$ cat config.mk
export PLATFORM = sky130hd
export DESIGN_NAME = ansi_truecolor_frame_encoder_unit
export DESIGN_NICKNAME = d
export VERILOG_FILES = /design/src/atfe_pkg.sv /design/src/atfe_front.sv /design/src/atfe_queue.sv /design/src/atfe_back.sv /design/src/ansi_truecolor_frame_encoder_unit.sv
export SDC_FILE = /design/constraint.sdc
export NUM_CORES = 1
export LEC_CHECK = 0
export BUFFER_PORTS_ARGS = -buffer_cell sky130_fd_sc_hd__buf_2
export CORE_ASPECT_RATIO = 0.6
export CORE_MARGIN = 5
export CORE_UTILIZATION = 40
export CTS_BUF_LIST = sky130_fd_sc_hd__clkbuf_16
export DETAILED_ROUTE_END_ITERATION = 16
export PLACE_DENSITY_LB_ADDON = 0.25
export SETUP_SLACK_MARGIN = 0.1
export SYNTH_ARGS = -nofsm -noshare
export SYNTH_HDL_FRONTEND = slang
export SYNTH_SLANG_ARGS = --single-unit
$ cat constraint.sdc
create_clock -name clk -period 6.3 [get_ports clk]
set_input_delay 1.26 -clock clk [delete_from_list [all_inputs] [get_ports clk]]
set_output_delay 1.26 -clock clk [all_outputs]
set_load 0.03 [all_outputs]
$ cat src/atfe_pkg.sv
// ============================================================================
// atfe_pkg
// Shared types and constants for the ANSI truecolor frame encoder: cell and
// output item layouts, the command passed from front to back, and codes.
// ============================================================================
package atfe_pkg;

    // One input cell: glyph and 24-bit foreground and background colors.
    typedef struct packed {
        logic [7:0] glyph;
        logic [7:0] fg_red;
        logic [7:0] fg_green;
        logic [7:0] fg_blue;
        logic [7:0] bg_red;
        logic [7:0] bg_green;
        logic [7:0] bg_blue;
    } cell_t;

    // One output item: a byte of the terminal stream.
    typedef struct packed {
        logic [7:0] out_byte;
        logic       last_byte;
    } out_t;

    // Escape sequence segments, in emission order.
    localparam int unsigned SegCount = 7;
    typedef logic [2:0] seg_t;
    typedef logic [SegCount-1:0] seg_mask_t;

    localparam seg_t SegPrefix  = 3'd0;
    localparam seg_t SegNewline = 3'd1;
    localparam seg_t SegFgSgr   = 3'd2;
    localparam seg_t SegBgSgr   = 3'd3;
    localparam seg_t SegBgShort = 3'd4;
    localparam seg_t SegGlyph   = 3'd5;
    localparam seg_t SegReset   = 3'd6;

    // Work for one cell, as classified by the front.
    typedef struct packed {
        logic [7:0]  glyph;
        logic [23:0] fg;
        logic [23:0] bg;
        seg_mask_t   segs;
    } cmd_t;

    // Configuration register indexes.
    typedef logic [1:0] cfg_idx_t;
    localparam cfg_idx_t RegImageWidth   = 2'd0;
    localparam cfg_idx_t RegImageHeight  = 2'd1;
    localparam cfg_idx_t RegTerminalCols = 2'd2;
    localparam cfg_idx_t RegTerminalRows = 2'd3;

    localparam int unsigned CfgWidth = 11;

    // Largest image side; larger settings are clamped to it.
    localparam logic [10:0] MaxSide = 11'd1024;

    // Depth of the command queue between front and back.
    localparam int unsigned QueueDepth = 4;

    localparam logic [7:0] AsciiSpace = 8'h20;

endpackage

$ cat src/atfe_front.sv
// ============================================================================
// atfe_front
// Accepts cells, holds the configuration registers and the frame position,
// tracks the last colors sent, and turns each cell into a segment command.
// ============================================================================
module atfe_front (
    input  logic                               clk,
    input  logic                               rst_n,
    input  logic                               cfg_write,
    input  atfe_pkg::cfg_idx_t                 cfg_index,
    input  logic [atfe_pkg::CfgWidth-1:0]      cfg_data,
    input  logic                               in_valid,
    output logic                               in_ready,
    input  atfe_pkg::cell_t                    in_data,
    input  logic                               q_full,
    output logic                               q_push,
    output atfe_pkg::cmd_t                     q_cmd
);

    logic [10:0] image_width_reg;
    logic [10:0] image_height_reg;
    logic [9:0]  terminal_cols_reg;
    logic [9:0]  terminal_rows_reg;
    logic [23:0] last_fg_reg;
    logic [23:0] last_fg_next;
    logic [23:0] last_bg_reg;
    logic [23:0] last_bg_next;
    logic [9:0]  col_reg;
    logic [9:0]  col_next;
    logic [9:0]  row_reg;
    logic [9:0]  row_next;

    logic        accept;
    logic [10:0] width_eff;
    logic [10:0] height_eff;
    logic        row_end;
    logic        frame_end;
    logic        row_shown;
    logic [23:0] fg;
    logic [23:0] bg;
    atfe_pkg::seg_mask_t segs;

    assign fg = {in_data.fg_red, in_data.fg_green, in_data.fg_blue};
    assign bg = {in_data.bg_red, in_data.bg_green, in_data.bg_blue};

    assign in_ready = !q_full;
    assign accept   = in_valid && in_ready;

    // Clamp image sides to the range one to MaxSide.
    always_comb
    begin
        if (image_width_reg == 11'd0)
            width_eff = 11'd1;
        else if (image_width_reg > atfe_pkg::MaxSide)
            width_eff = atfe_pkg::MaxSide;
        else
            width_eff = image_width_reg;

        if (image_height_reg == 11'd0)
            height_eff = 11'd1;
        else if (image_height_reg > atfe_pkg::MaxSide)
            height_eff = atfe_pkg::MaxSide;
        else
            height_eff = image_height_reg;
    end

    assign row_end   = ({1'b0, col_reg} + 11'd1) >= width_eff;
    assign frame_end = ({1'b0, row_reg} + 11'd1) >= height_eff;
    assign row_shown = row_reg < terminal_rows_reg;

    // Classify the cell into segments and work out the tracked colors.
    always_comb
    begin
        segs         = '0;
        last_fg_next = last_fg_reg;
        last_bg_next = last_bg_reg;

        segs[atfe_pkg::SegPrefix] = (col_reg == 10'd0) && (row_reg == 10'd0);

        if (row_shown)
        begin
            if (col_reg == 10'd0)
            begin
                segs[atfe_pkg::SegNewline] = (row_reg != 10'd0);
                segs[atfe_pkg::SegFgSgr]   = 1'b1;
                segs[atfe_pkg::SegBgSgr]   = 1'b1;
                segs[atfe_pkg::SegGlyph]   = 1'b1;
                last_fg_next               = fg;
                last_bg_next               = bg;
            end
            else if (col_reg < terminal_cols_reg)
            begin
                if ((in_data.glyph != atfe_pkg::AsciiSpace) && (fg != last_fg_reg))
                begin
                    segs[atfe_pkg::SegFgSgr] = 1'b1;
                    last_fg_next             = fg;
                end
                if (bg != last_bg_reg)
                begin
                    segs[atfe_pkg::SegBgSgr]   = (bg != 24'd0);
                    segs[atfe_pkg::SegBgShort] = (bg == 24'd0);
                    last_bg_next               = bg;
                end
                segs[atfe_pkg::SegGlyph] = 1'b1;
            end
            segs[atfe_pkg::SegReset] = row_end;
        end
    end

    // Advance the raster position.
    always_comb
    begin
        if (row_end)
        begin
            col_next = 10'd0;
            row_next = frame_end ? 10'd0 : row_reg + 10'd1;
        end
        else
        begin
            col_next = col_reg + 10'd1;
            row_next = row_reg;
        end
    end

    assign q_push = accept && (segs != '0);
    assign q_cmd  = {in_data.glyph, fg, bg, segs};

    // Configuration registers.
    always_ff @(posedge clk or negedge rst_n)
    begin
        if (!rst_n)
        begin
            image_width_reg   <= 11'd80;
            image_height_reg  <= 11'd24;
            terminal_cols_reg <= 10'd80;
            terminal_rows_reg <= 10'd24;
        end
        else if (cfg_write)
        begin
            unique case (cfg_index)
                atfe_pkg::RegImageWidth:   image_width_reg   <= cfg_data;
                atfe_pkg::RegImageHeight:  image_height_reg  <= cfg_data;
                atfe_pkg::RegTerminalCols: terminal_cols_reg <= cfg_data[9:0];
                atfe_pkg::RegTerminalRows: terminal_rows_reg <= cfg_data[9:0];
                default: ;
            endcase
        end
    end

    // Frame position and last colors sent.
    always_ff @(posedge clk or negedge rst_n)
    begin
        if (!rst_n)
        begin
            last_fg_reg <= '0;
            last_bg_reg <= '0;
            col_reg     <= '0;
            row_reg     <= '0;
        end
        else if (accept)
        begin
            last_fg_reg <= last_fg_next;
            last_bg_reg <= last_bg_next;
            col_reg     <= col_next;
            row_reg     <= row_next;
        end
    end

endmodule

$ cat src/atfe_queue.sv
// ============================================================================
// atfe_queue
// Small command queue that decouples the cell front from the byte back.
// ============================================================================
module atfe_queue (
    input  logic            clk,
    input  logic            rst_n,
    input  logic            push,
    input  atfe_pkg::cmd_t  push_cmd,
    output logic            full,
    input  logic            pop,
    output logic            head_valid,
    output atfe_pkg::cmd_t  head_cmd
);

    localparam int unsigned PtrWidth = $clog2(atfe_pkg::QueueDepth);

    atfe_pkg::cmd_t      store_reg [atfe_pkg::QueueDepth];
    logic [PtrWidth-1:0] wr_ptr_reg;
    logic [PtrWidth-1:0] rd_ptr_reg;
    logic [PtrWidth:0]   count_reg;
    logic [PtrWidth:0]   count_next;
    logic                do_push;
    logic                do_pop;

    assign full       = (count_reg == (PtrWidth+1)'(atfe_pkg::QueueDepth));
    assign head_valid = (count_reg != '0);
    assign head_cmd   = store_reg[rd_ptr_reg];

    assign do_push = push && !full;
    assign do_pop  = pop && head_valid;

    always_comb
    begin
        count_next = count_reg;
        if (do_push && !do_pop)
            count_next = count_reg + 1'b1;
        else if (do_pop && !do_push)
            count_next = count_reg - 1'b1;
    end

    // Entry storage.
    always_ff @(posedge clk)
    begin
        if (do_push)
            store_reg[wr_ptr_reg] <= push_cmd;
    end

    // Pointers and fill count.
    always_ff @(posedge clk or negedge rst_n)
    begin
        if (!rst_n)
        begin
            wr_ptr_reg <= '0;
            rd_ptr_reg <= '0;
            count_reg  <= '0;
        end
        else
        begin
            if (do_push)
                wr_ptr_reg <= wr_ptr_reg + 1'b1;
            if (do_pop)
                rd_ptr_reg <= rd_ptr_reg + 1'b1;
            count_reg <= count_next;
        end
    end

    // The front never pushes into a full queue.
    a_no_overflow: assert property (@(posedge clk) disable iff (!rst_n)
        push |-> !full)
        else $error("command pushed into full queue");

    // Pointers stay consistent with the fill count.
    a_ptr_count: assert property (@(posedge clk) disable iff (!rst_n)
        (count_reg == '0) || full |-> wr_ptr_reg == rd_ptr_reg)
        else $error("queue pointers disagree with fill count");

endmodule

$ cat src/atfe_back.sv
// ============================================================================
// atfe_back
// Walks each command's segments one byte per cycle while out_ready does not stall
// the output, and drives the output item register.
// ============================================================================
module atfe_back (
    input  logic            clk,
    input  logic            rst_n,
    input  logic            head_valid,
    input  atfe_pkg::cmd_t  head_cmd,
    output logic            pop,
    output logic            out_valid,
    input  logic            out_ready,
    output atfe_pkg::out_t  out_data
);

    // Length in bytes of each segment.
    function automatic logic [4:0] seg_len(atfe_pkg::seg_t seg);
        logic [4:0] len;
        begin
            unique case (seg)
                atfe_pkg::SegPrefix:  len = 5'd11;
                atfe_pkg::SegNewline: len = 5'd1;
                atfe_pkg::SegFgSgr:   len = 5'd19;
                atfe_pkg::SegBgSgr:   len = 5'd19;
                atfe_pkg::SegBgShort: len = 5'd7;
                atfe_pkg::SegGlyph:   len = 5'd1;
                atfe_pkg::SegReset:   len = 5'd4;
                default:              len = 5'd1;
            endcase
            return len;
        end
    endfunction

    // One ASCII decimal digit of an 8-bit value: 0 hundreds, 1 tens, 2 ones.
    function automatic logic [7:0] dec_char(logic [7:0] v, logic [1:0] pos);
        logic [1:0]  hund;
        logic [7:0]  hund_val;
        logic [6:0]  rem;
        logic [14:0] prod;
        logic [3:0]  tens;
        logic [3:0]  ones;
        logic [3:0]  dig;
        begin
            if (v >= 8'd200)
            begin
                hund     = 2'd2;
                hund_val = 8'd200;
            end
            else if (v >= 8'd100)
            begin
                hund     = 2'd1;
                hund_val = 8'd100;
            end
            else
            begin
                hund     = 2'd0;
                hund_val = 8'd0;
            end
            rem  = 7'(v - hund_val);
            // Multiply by the reciprocal of ten; exact for values below 100.
            prod = 15'(rem) * 15'd205;
            tens = prod[14:11];
            ones = 4'(rem - 7'(tens) * 7'd10);
            case (pos)
                2'd0:    dig = {2'b00, hund};
                2'd1:    dig = tens;
                default: dig = ones;
            endcase
            return 8'h30 + {4'h0, dig};
        end
    endfunction

    // Byte of a full SGR color code ESC[L8;2;RRR;GGG;BBBm.
    function automatic logic [7:0] sgr_byte(logic [7:0] lead, logic [23:0] rgb,
                                            logic [4:0] idx);
        logic [7:0] b;
        begin
            case (idx) inside
                5'd0:                b = 8'h1B;
                5'd1:                b = "[";
                5'd2:                b = lead;
                5'd3:                b = "8";
                5'd5:                b = "2";
                5'd4, 5'd6, 5'd10, 5'd14: b = ";";
                5'd7:                b = dec_char(rgb[23:16], 2'd0);
                5'd8:                b = dec_char(rgb[23:16], 2'd1);
                5'd9:                b = dec_char(rgb[23:16], 2'd2);
                5'd11:               b = dec_char(rgb[15:8], 2'd0);
                5'd12:               b = dec_char(rgb[15:8], 2'd1);
                5'd13:               b = dec_char(rgb[15:8], 2'd2);
                5'd15:               b = dec_char(rgb[7:0], 2'd0);
                5'd16:               b = dec_char(rgb[7:0], 2'd1);
                5'd17:               b = dec_char(rgb[7:0], 2'd2);
                default:             b = "m";
            endcase
            return b;
        end
    endfunction

    logic                cur_valid_reg;
    logic                cur_valid_next;
    atfe_pkg::cmd_t      cur_cmd_reg;
    atfe_pkg::cmd_t      cur_cmd_next;
    atfe_pkg::seg_mask_t mask_reg;
    atfe_pkg::seg_mask_t mask_next;
    logic [4:0]          idx_reg;
    logic [4:0]          idx_next;
    logic                out_valid_reg;
    logic                out_valid_next;
    atfe_pkg::out_t      out_data_reg;
    atfe_pkg::out_t      out_data_next;

    atfe_pkg::seg_t      seg;
    atfe_pkg::seg_mask_t seg_bit;
    atfe_pkg::seg_mask_t mask_rest;
    logic                seg_done;
    logic                cmd_done;
    logic                advance;
    logic [7:0]          cur_byte;

    // Current segment is the lowest pending one.
    always_comb
    begin
        seg = atfe_pkg::SegReset;
        for (int i = atfe_pkg::SegCount - 1; i >= 0; i--)
        begin
            if (mask_reg[i])
                seg = 3'(i);
        end
    end

    assign seg_bit   = atfe_pkg::seg_mask_t'(1) << seg;
    assign mask_rest = mask_reg & ~seg_bit;
    assign seg_done  = (idx_reg == seg_len(seg) - 5'd1);
    assign cmd_done  = seg_done && (mask_rest == '0);
    assign advance   = !out_valid_reg || out_ready;

    // Byte generator for the current segment position.
    always_comb
    begin
        unique case (seg)
            atfe_pkg::SegPrefix:
            begin
                case (idx_reg)
                    5'd0, 5'd3, 5'd7: cur_byte = 8'h1B;
                    5'd1, 5'd4, 5'd8: cur_byte = "[";
                    5'd2:             cur_byte = "H";
                    5'd5:             cur_byte = "3";
                    5'd9:             cur_byte = "2";
                    default:          cur_byte = "J";
                endcase
            end
            atfe_pkg::SegNewline: cur_byte = 8'h0A;
            atfe_pkg::SegFgSgr:   cur_byte = sgr_byte("3", cur_cmd_reg.fg, idx_reg);
            atfe_pkg::SegBgSgr:   cur_byte = sgr_byte("4", cur_cmd_reg.bg, idx_reg);
            atfe_pkg::SegBgShort:
            begin
                case (idx_reg)
                    5'd0:    cur_byte = 8'h1B;
                    5'd1:    cur_byte = "[";
                    5'd2:    cur_byte = "4";
                    5'd3:    cur_byte = "8";
                    5'd4:    cur_byte = ";";
                    5'd5:    cur_byte = "2";
                    default: cur_byte = "m";
                endcase
            end
            atfe_pkg::SegGlyph:   cur_byte = cur_cmd_reg.glyph;
            atfe_pkg::SegReset:
            begin
                case (idx_reg)
                    5'd0:    cur_byte = 8'h1B;
                    5'd1:    cur_byte = "[";
                    5'd2:    cur_byte = "0";
                    default: cur_byte = "m";
                endcase
            end
            default:              cur_byte = cur_cmd_reg.glyph;
        endcase
    end

    // Take the next command when idle or when the current one finishes.
    assign pop = head_valid && (!cur_valid_reg || (advance && cmd_done));

    always_comb
    begin
        cur_valid_next = cur_valid_reg;
        cur_cmd_next   = cur_cmd_reg;
        mask_next      = mask_reg;
        idx_next       = idx_reg;
        out_valid_next = out_valid_reg;
        out_data_next  = out_data_reg;

        if (advance)
        begin
            out_valid_next          = cur_valid_reg;
            out_data_next.out_byte  = cur_byte;
            out_data_next.last_byte = cmd_done;
            if (cur_valid_reg)
            begin
                if (seg_done)
                begin
                    mask_next = mask_rest;
                    idx_next  = 5'd0;
                end
                else
                begin
                    idx_next = idx_reg + 5'd1;
                end
                if (cmd_done)
                    cur_valid_next = 1'b0;
            end
        end

        if (pop)
        begin
            cur_valid_next = 1'b1;
            cur_cmd_next   = head_cmd;
            mask_next      = head_cmd.segs;
            idx_next       = 5'd0;
        end
    end

    // Control state.
    always_ff @(posedge clk or negedge rst_n)
    begin
        if (!rst_n)
        begin
            cur_valid_reg <= 1'b0;
            out_valid_reg <= 1'b0;
            mask_reg      <= '0;
            idx_reg       <= '0;
        end
        else
        begin
            cur_valid_reg <= cur_valid_next;
            out_valid_reg <= out_valid_next;
            mask_reg      <= mask_next;
            idx_reg       <= idx_next;
        end
    end

    // Payload registers.
    always_ff @(posedge clk)
    begin
        cur_cmd_reg  <= cur_cmd_next;
        out_data_reg <= out_data_next;
    end

    assign out_valid = out_valid_reg;
    assign out_data  = out_data_reg;

    // A live command always has a segment left to send.
    a_live_has_seg: assert property (@(posedge clk) disable iff (!rst_n)
        cur_valid_reg |-> mask_reg != '0)
        else $error("active command with no pending segment");

    // The byte position stays inside the current segment.
    a_idx_in_seg: assert property (@(posedge clk) disable iff (!rst_n)
        cur_valid_reg |-> idx_reg < seg_len(seg))
        else $error("byte position past end of segment");

endmodule

$ cat src/ansi_truecolor_frame_encoder_unit.sv
// ============================================================================
// ansi_truecolor_frame_encoder_unit
// Turns a raster frame of colored character cells into an ANSI 24-bit color
// terminal byte stream, one byte per output item.
// ============================================================================
// Path: queue entry, current-command register, then the output register.
// Throughput: one byte per cycle unless out_ready stalls; a cell gives up to 54
//   bytes. Cells with no bytes need no queue entry; a four-entry command queue
//   lets the input run ahead.
// Reset: configuration returns to 80x24 image and terminal, colors and position
//   clear to zero, and the queue and output register empty.
module ansi_truecolor_frame_encoder_unit (
    input  logic                          clk,
    input  logic                          rst_n,
    input  logic                          cfg_write,
    input  atfe_pkg::cfg_idx_t            cfg_index,
    input  logic [atfe_pkg::CfgWidth-1:0] cfg_data,
    input  logic                          in_valid,
    output logic                          in_ready,
    input  atfe_pkg::cell_t               in_data,
    output logic                          out_valid,
    input  logic                          out_ready,
    output atfe_pkg::out_t                out_data
);

    logic           q_full;
    logic           q_push;
    atfe_pkg::cmd_t q_cmd;
    logic           q_pop;
    logic           q_head_valid;
    atfe_pkg::cmd_t q_head_cmd;

    // Cell classification and frame tracking.
    atfe_front u_front (
        .clk       (clk),
        .rst_n     (rst_n),
        .cfg_write (cfg_write),
        .cfg_index (cfg_index),
        .cfg_data  (cfg_data),
        .in_valid  (in_valid),
        .in_ready  (in_ready),
        .in_data   (in_data),
        .q_full    (q_full),
        .q_push    (q_push),
        .q_cmd     (q_cmd)
    );

    // Command queue.
    atfe_queue u_queue (
        .clk        (clk),
        .rst_n      (rst_n),
        .push       (q_push),
        .push_cmd   (q_cmd),
        .full       (q_full),
        .pop        (q_pop),
        .head_valid (q_head_valid),
        .head_cmd   (q_head_cmd)
    );

    // Byte sequencer and output register.
    atfe_back u_back (
        .clk        (clk),
        .rst_n      (rst_n),
        .head_valid (q_head_valid),
        .head_cmd   (q_head_cmd),
        .pop        (q_pop),
        .out_valid  (out_valid),
        .out_ready  (out_ready),
        .out_data   (out_data)
    );

endmodule

# --- After elaboration in Yosys (flattened, before gate mapping) ---
# Memories as Yosys holds them, arrays and structs flattened.
# Index checks and enable logic that the tools add are counted.
op_classes:
  n_addsub: 46
  mul: 18
  order_cmp: 18
  n_eq_ne: 30
  shifts: 1
  muxes: 467
  bitwise: 2
  n_reduce_logical: 49
op_table:
  columns: ["op", "count"]
  rows:
  - ["$mux W7", 166]
  - ["$mux W4", 217]
  - ["$mux W8", 31]
  - ["$mul A7 B8 Y15 const B", 12]
  - ["$mux W24", 6]
  - ["$add A6 B4 Y7 const A", 18]
  - ["$sub A7 B7 Y7", 12]
  - ["$ge A8 B7 Y1 const B", 6]
  - ["$ge A8 B8 Y1 const B", 6]
  - ["$ne A24 B24 Y1", 2]
  - ["$pmux W8 S6", 1]
  - ["$mux W11", 4]
  - ["$pmux W7 S6", 1]
  - ["$eq A5 B4 Y1 const B", 8]
  - ["$logic_not A24 Y1", 1]
  - ["$mul A4 B3 Y3 const B", 6]
  - ["$reduce_bool A24 Y1", 1]
  - ["$sub A4 B4 Y4", 6]
  - ["$add A10 B1 Y11 const B", 2]
  - ["$ge A11 B11 Y1", 2]
  - ["$gt A11 B11 Y1 const B", 2]
  - ["$logic_not A11 Y1", 2]
  - ["$mux W3", 7]
  - ["$pmux W7 S3", 1]
  - ["other kinds (44)", 111]
word_totals:
  register_bits: 196
  mem_bits_rw: 252
  rom_bits: 96
  in_bits: 74
  output_inout_bits: 11
  wordCells: 653
  mem_count: 2
memory_table:
  columns: ["memory", "depth", "width", "read_ports", "rd_clocked_by_memory_dff", "write_ports", "line_no", "rtl"]
  rows:
  - ["u_queue.store_reg", 4, 63, 1, 0, 1, "atfe_queue.sv:18", "atfe_pkg::cmd_t store_reg [atfe_pkg::QueueDepth];"]
  - ["(name not given)", 16, 6, 1, 0, 0, "atfe_back.sv:145", "case (idx_reg)"]

# --- Longest topological paths before layout ---
depth:
  depth_word: 56
  depth_mapped: 30
  ltp_nobuf: 30

# --- By module ---
# Synthesis repeated with hierarchy kept, for this count alone.
hier_totals:
  cells_unflattened: 2082
  area_unflattened_um2: 26872.0
by_module_without_submodules:
  columns: ["module", "instances", "cells_each", "area_per_inst_um2", "seq_area_each_um2"]
  rows:
  - ["atfe_back", 1, 1112, 10561.4, 2302.2]
  - ["atfe_queue", 1, 364, 9507.9, 7742.4]
  - ["atfe_front", 1, 606, 6802.8, 2762.6]

# --- Worst setup path before layout ---
# Ideal clock, no wire load.
synth_path:
  path_type: "reg-to-reg"
  start: "register u_back.cur_cmd_reg[11] (netlist name)"
  end: "register u_back.out_data_reg (netlist bit u_back.out_data[4]) (data pin)"
  setup_time_ps: 275
  arrival_time_ps: 6237
  t_required_ps: 6025
  setup_slack_ps: -212
  stages_incl_launch_ff: 29
  n_path_buf: 0
  synth_period_minus_slack_ps: 6512
  cell_sequence: "edfxtp_1 -> o31ai_1 -> a2bb2oi_1 -> inv_1 -> ha_1 -> fa_1 -> nand2b_1 -> a21oi_1 -> xor2_1 -> ha_1 -> ha_1 -> fa_1 -> inv_1 -> fa_1 -> inv_1 -> ha_1 -> a21oi_1 -> a211oi_1 -> o2111ai_1 -> or3b_4 -> ha_1 -> inv_1 -> fa_1 -> xor2_1 -> xnor2_2 -> xnor2_1 -> o22a_1 -> a221oi_1 -> o221ai_1"
synth_via:
  elab_chain_cells: 56
  elab_cells_between_ends: 107
  cone_classes: "6 x add/sub; 3 x mul; 2 x order compare; 96 x mux"
synth_rtl:
  columns: ["item", "line_no", "rtl"]
  rows:
  - ["start: declaration", "atfe_back.sv:103", "atfe_pkg::cmd_t cur_cmd_reg;"]
  - ["start signal: assignment", "atfe_back.sv:247", "cur_cmd_reg <= cur_cmd_next;"]
  - ["$ge A8 B7 Y1", "atfe_back.sv:50", "else if (v >= 8'd100)"]
  - ["$mux W7", "atfe_back.sv:50", null]
  - ["$mux W7", null, null]
  - ["$mux W7 (15 in a row)", "atfe_back.sv:79", "case (idx) inside"]
  - ["$mux W7", "atfe_back.sv:142", "unique case (seg)"]
  - ["$sub A7 B7 Y7", "atfe_back.sv:60", "rem = 7'(v - hund_val);"]
  - ["$mul A7 B8 Y15", "atfe_back.sv:62", "prod = 15'(rem) * 15'd205;"]
  - ["$mul A4 B3 Y3", "atfe_back.sv:64", "ones = 4'(rem - 7'(tens) * 7'd10);"]
  - ["$sub A4 B4 Y4", "atfe_back.sv:64", null]
  - ["$mux W4 (15 in a row)", "atfe_back.sv:79", null]
  - ["$mux W4", "atfe_back.sv:142", null]
  - ["$add A6 B4 Y7", "atfe_back.sv:70", "return 8'h30 + {4'h0, dig};"]
  - ["$mux W8 (2 in a row)", "atfe_back.sv:79", null]
  - ["$mux W8 * (13 in a row)", "atfe_back.sv:79", null]
  - ["$pmux W8 S6 *", "atfe_back.sv:142", null]
  - ["via u_back.cur_byte[3]", "atfe_back.sv:120", "logic [7:0] cur_byte;"]
  - ["end signal: assignment", "atfe_back.sv:248", "out_data_reg <= out_data_next;"]
  - ["end: declaration", "atfe_back.sv:111", "atfe_pkg::out_t out_data_reg;"]
# Mark *: on every way through the listed nets, which the timed path passes. The rest lies on a longest branch. The select of a mux whose other input is x is not followed.
# A chain may end at the register's enable or synchronous reset.

# --- Worst setup path in the final report ---
layout_path:
  start: "register u_back.cur_cmd_reg[43] (netlist name)"
  end: "register u_back.out_data_reg (netlist bit u_back.out_data[4]) (data pin)"
layout_via:
  elab_chain_cells: 47
  elab_cells_between_ends: 89
  cone_classes: "6 x add/sub; 3 x mul; 2 x order compare; 78 x mux"
layout_rtl:
  columns: ["item", "line_no", "rtl"]
  rows:
  - ["$ge A8 B7 Y1", "atfe_back.sv:50", null]
  - ["$mux W7", "atfe_back.sv:50", null]
  - ["$mux W7", "atfe_back.sv:45", "if (v >= 8'd200)"]
  - ["$mux W7 (12 in a row)", "atfe_back.sv:79", null]
  - ["$mux W7", "atfe_back.sv:142", null]
  - ["$sub A7 B7 Y7", "atfe_back.sv:60", null]
  - ["$mul A7 B8 Y15", "atfe_back.sv:62", null]
  - ["$mul A4 B3 Y3", "atfe_back.sv:64", null]
  - ["$sub A4 B4 Y4", "atfe_back.sv:64", null]
  - ["$mux W4 (12 in a row)", "atfe_back.sv:79", null]
  - ["$mux W4", "atfe_back.sv:142", null]
  - ["$add A6 B4 Y7", "atfe_back.sv:70", null]
  - ["$mux W8 (2 in a row)", "atfe_back.sv:79", null]
  - ["$mux W8 * (10 in a row)", "atfe_back.sv:79", null]
  - ["$pmux W8 S6 *", "atfe_back.sv:142", null]
  - ["via u_back.cur_byte[3]", "atfe_back.sv:120", null]
# Marks and branches as above.

==> results.toml <==
[yosys]
synth_edf_count = 317
ys_types = 80
syn_nets = 2450
synth_compound_area_share_pct = 7.32
synthCells = 2032
synthXorXnorAreaFrac_pct = 4.52
synthAdderAreaFrac_pct = 18.1
ys_warn_count = 0
synth.avg_cell_area_sq_um = 13.0
ys_ff_latch = 448
ys.flop_type = "edfxtp_1"
ys_async_sr_fraction_pct = 29.2
synth_top_family_by_area = "adder cells"
yosys.area_share.simple_pct = 7.44
yosysSeqAreaShare_pct = 48.6
synthMuxAreaShare_pct = 9.88
netlist_area_sq_mm = 0.0263

[die]
die_y_um = 209
core_sq_mm = 0.0649
die_w_um = 341
ios = 85
die_area_sq_mm = 0.0713
rows = 72
start_util_pct = 40.6

[layout]
layout-drive-gt1-share_pct = 28.2
regArea_sq_mm = 0.0128
largest_register_ffs = 252
final_net_count = 2708
antenna_cells = 0
multi_input_area_sq_mm = 0.0134
fin_cells = 3178
fillers = 5656
area_growth_pct = 19.4

[run_status]
failed_checks = "negative setup slack"
run_status = "finished, violations left"

[clock_network]
cts_tree = "built"
cts_hold_buf = 0
clockRootBuffer = "clkbuf_16"
path_clk_slew_ns = 0.07
max-clock-path-buffers = 3
clock-sinks = 448
htreeDepth = 2
numCtsBuffers = 46
clk_latency_ns = 0.58

[critical_path]
rrSetupSlack_ns = -0.31
crit_top_cell = "inv_1"
crit_arrival_ns = 6.93
critPathLaunchType = "flip-flop"
worstPathRequired_ns = 6.61
crit_type = "flip-flop to flip-flop"
slowest_delay_ns = 0.49
slowest_stage = "fa_1"
cp_max_fo = 3
end_kind = "flip-flop"

[grt]
antenna_found_initial = 4
first_global_vias = 17781
grt_usage_pct = 17.8
overflow = 0
grt_pass1_wl_um = 101000
grt_max_degree = 90

[pwr]
powerDensity_mw_per_mm2 = 541
leakagePower_nw = 13.1
peakVddDrop_uv = 296

[timing]
finalSetupViolCount = 3
tightest_slew_ns = 1.07
fin_ws_ns = -0.311
slew_violations = 0
hold_viol = 0
rsz0062_at_grt = "true"
slew_headroom_pct = 28.4
final.period_utilization_pct = 105
period_needed_ns = 6.61
hold_ws_ns = 0.497
fin_worst_skew_ns = 0.0205
setup_tns_ns = -0.450
fmax_mhz = 151

[placement]
place_congestion = 0.913
place_ws_ns = -0.409
io_buffer_count = 84
dp_hpwl_um = 46100
dp.cells = 3051

[drt]
viasPerCell = 5.36
wl_per_cell_um = 20.0
wl_um = 63500
ant_nets = 0
drt_first_iter_violations = 1119
route.detailed.drc = 0
via_count = 17049
drt-pass1-iter-count = 5

[min_path]
min_path_type = "flip-flop to flip-flop"

[job]
maxCapViolations = 0
==> where the power goes <==
group          internal, mW  switching, mW
registers              3.94          0.485
clock network          1.59           1.17
logic                  4.77           5.08
total                  10.3           6.74
==> path summary, 6_finish.rpt <==
path | from | end | cells after the start
worst min-delay path | u_queue.count_reg[2]$_DFFE_PN0P_ | u_queue.count_reg[2]$_DFFE_PN0P_ | 1
worst max register to register | u_back.cur_cmd_reg[43]$_DFFE_PP_ | u_back.out_data[4]$_DFFE_PP_ | 30
worst max-delay path | u_back.cur_cmd_reg[43]$_DFFE_PP_ | u_back.out_data[4]$_DFFE_PP_ | 30
max in group asynchronous | rst_n | u_front.last_fg_reg[18]$_DFFE_PN0P_ | 2
worst min register to register | u_queue.count_reg[2]$_DFFE_PN0P_ | u_queue.count_reg[2]$_DFFE_PN0P_ | 1
min in group asynchronous | rst_n | u_front.last_bg_reg[2]$_DFFE_PN0P_ | 1
==> per-stage QoR <==
| step | power, mW | utilization [%] | area, sq um |
|---|---|---|---|
| final | 17.0 | 48.5 | 31500 |
| after global routing | 18.4 | 48.5 | 31500 |
| after CTS | 16.6 | 47.8 | 31000 |
| after detailed placement | 13.2 | 44.4 | 28800 |
| after global placement | 12.9 | 44.4 | 28800 |
| after floorplan | 10.4 | - | 26500 |
==> repair_timing <==
action / in CTS / in global routing
pin swaps: 98 / 49
buffers inserted: 30 / 12
resized for setup: 77 / 56
endpoints found under the hold margin: 0 / 0
setup endpoints to repair: 3 / 4
==> cells in the mapped netlist, types with 9 or more instances <==
cell type    n  area [sq um]
a211oi_1    22           165
a21o_1      18           135
a21oi_1     64           320
a31oi_1     12          75.1
and2_1       9          56.3
and3_1      15          93.8
buf_2       10          50.1
clkbuf_1    28           105
dfrtp_1    123          3080
edfxtp_1   317          9520
fa_1        61          1220
ha_1       283          3540
inv_1      220           826
mux2_2      50           563
mux2_4      40           601
mux4_2      63          1420
nand2_1    114           428
nand2b_1    18           113
nand3_1     43           215
nand4_1     14          87.6
nor2_1      65           244
nor2b_1     12          75.1
nor3_1      21           105
nor4_1      26           163
o211ai_1    18           135
o21a_1      14           105
o21ai_0     65           325
o31ai_1     11          82.6
or3_1       14          87.6
xnor2_1     64           561
xor2_1      70           613
==> cell families (layout without fill, tap and decap cells) <==
group,after synthesis,count (layout)
XOR/XNOR,135,135
flip-flops,448,448
adder cells (fa/ha/maj),344,344
multiplexers,155,155
buffers and inverters,273,568
AO/OA/AOI/OAI,291,291
AND/OR/NAND/NOR,386,386
==> per-layer routing <==
layer  vias to the layer above  GRT usage [%]  share of wire (%)
li1                       7973              -                  -
met1                      8619           27.5                 50
met2                       376           26.6                 43
met3                        77           3.45                5.9
met4                         4           2.76                1.3
met5                         -              0              0.039
==> critical path: cells and delay by family, from the launching register on <==
family	cells	cell delay [ns]
DFF	1	0.45
and+or+nand+nor	5	0.49
AOI/OAI and AO/OA	7	1.33
xor gates and xnor gates	5	0.96
buffers and inverters	4	0.23
adders and majority gates	9	2.86
==> cells in the final DEF (no fill, tap or decap), types with 10 or more instances in the layout <==
cell       Yosys  final
and3_1        15     14
a21oi_2        0     18
clkbuf_16      0     46
a21o_1        18     18
buf_2         10     83
nand2_1      114    112
buf_4          0    172
nor3_1        21     17
nor2_1        65     60
xor2_1        70     61
nor4_1        26     25
nor2b_1       12     12
nand3_1       43     43
inv_1        220    224
mux2_4        40     40
ha_4           0     33
fa_2           0     10
a211oi_1      22     10
a31oi_1       12     11
fa_1          61     51
nand4_1       14     14
a21oi_1       64     46
nand2b_1      18     18
mux4_2        63     63
xnor2_1       64     56
a211oi_2       1     11
o21a_1        14     14
ha_1         283    241
mux2_2        50     50
dfrtp_1      123    121
edfxtp_1     317    317
o21ai_0       65     59
o211ai_1      18     18
==> cell type report <==
cell class / count / area share (%)
clock buffer: 46 / 3.66
clock inverter: 39 / 1.20
inverter: 223 / 2.66
multi-input combinational: 1311 / 42.7
sequential: 448 / 40.7
tap: 851 / 3.38
timing repair buffer: 260 / 5.71
No activity file was read; power rests on OpenSTA's default activity.
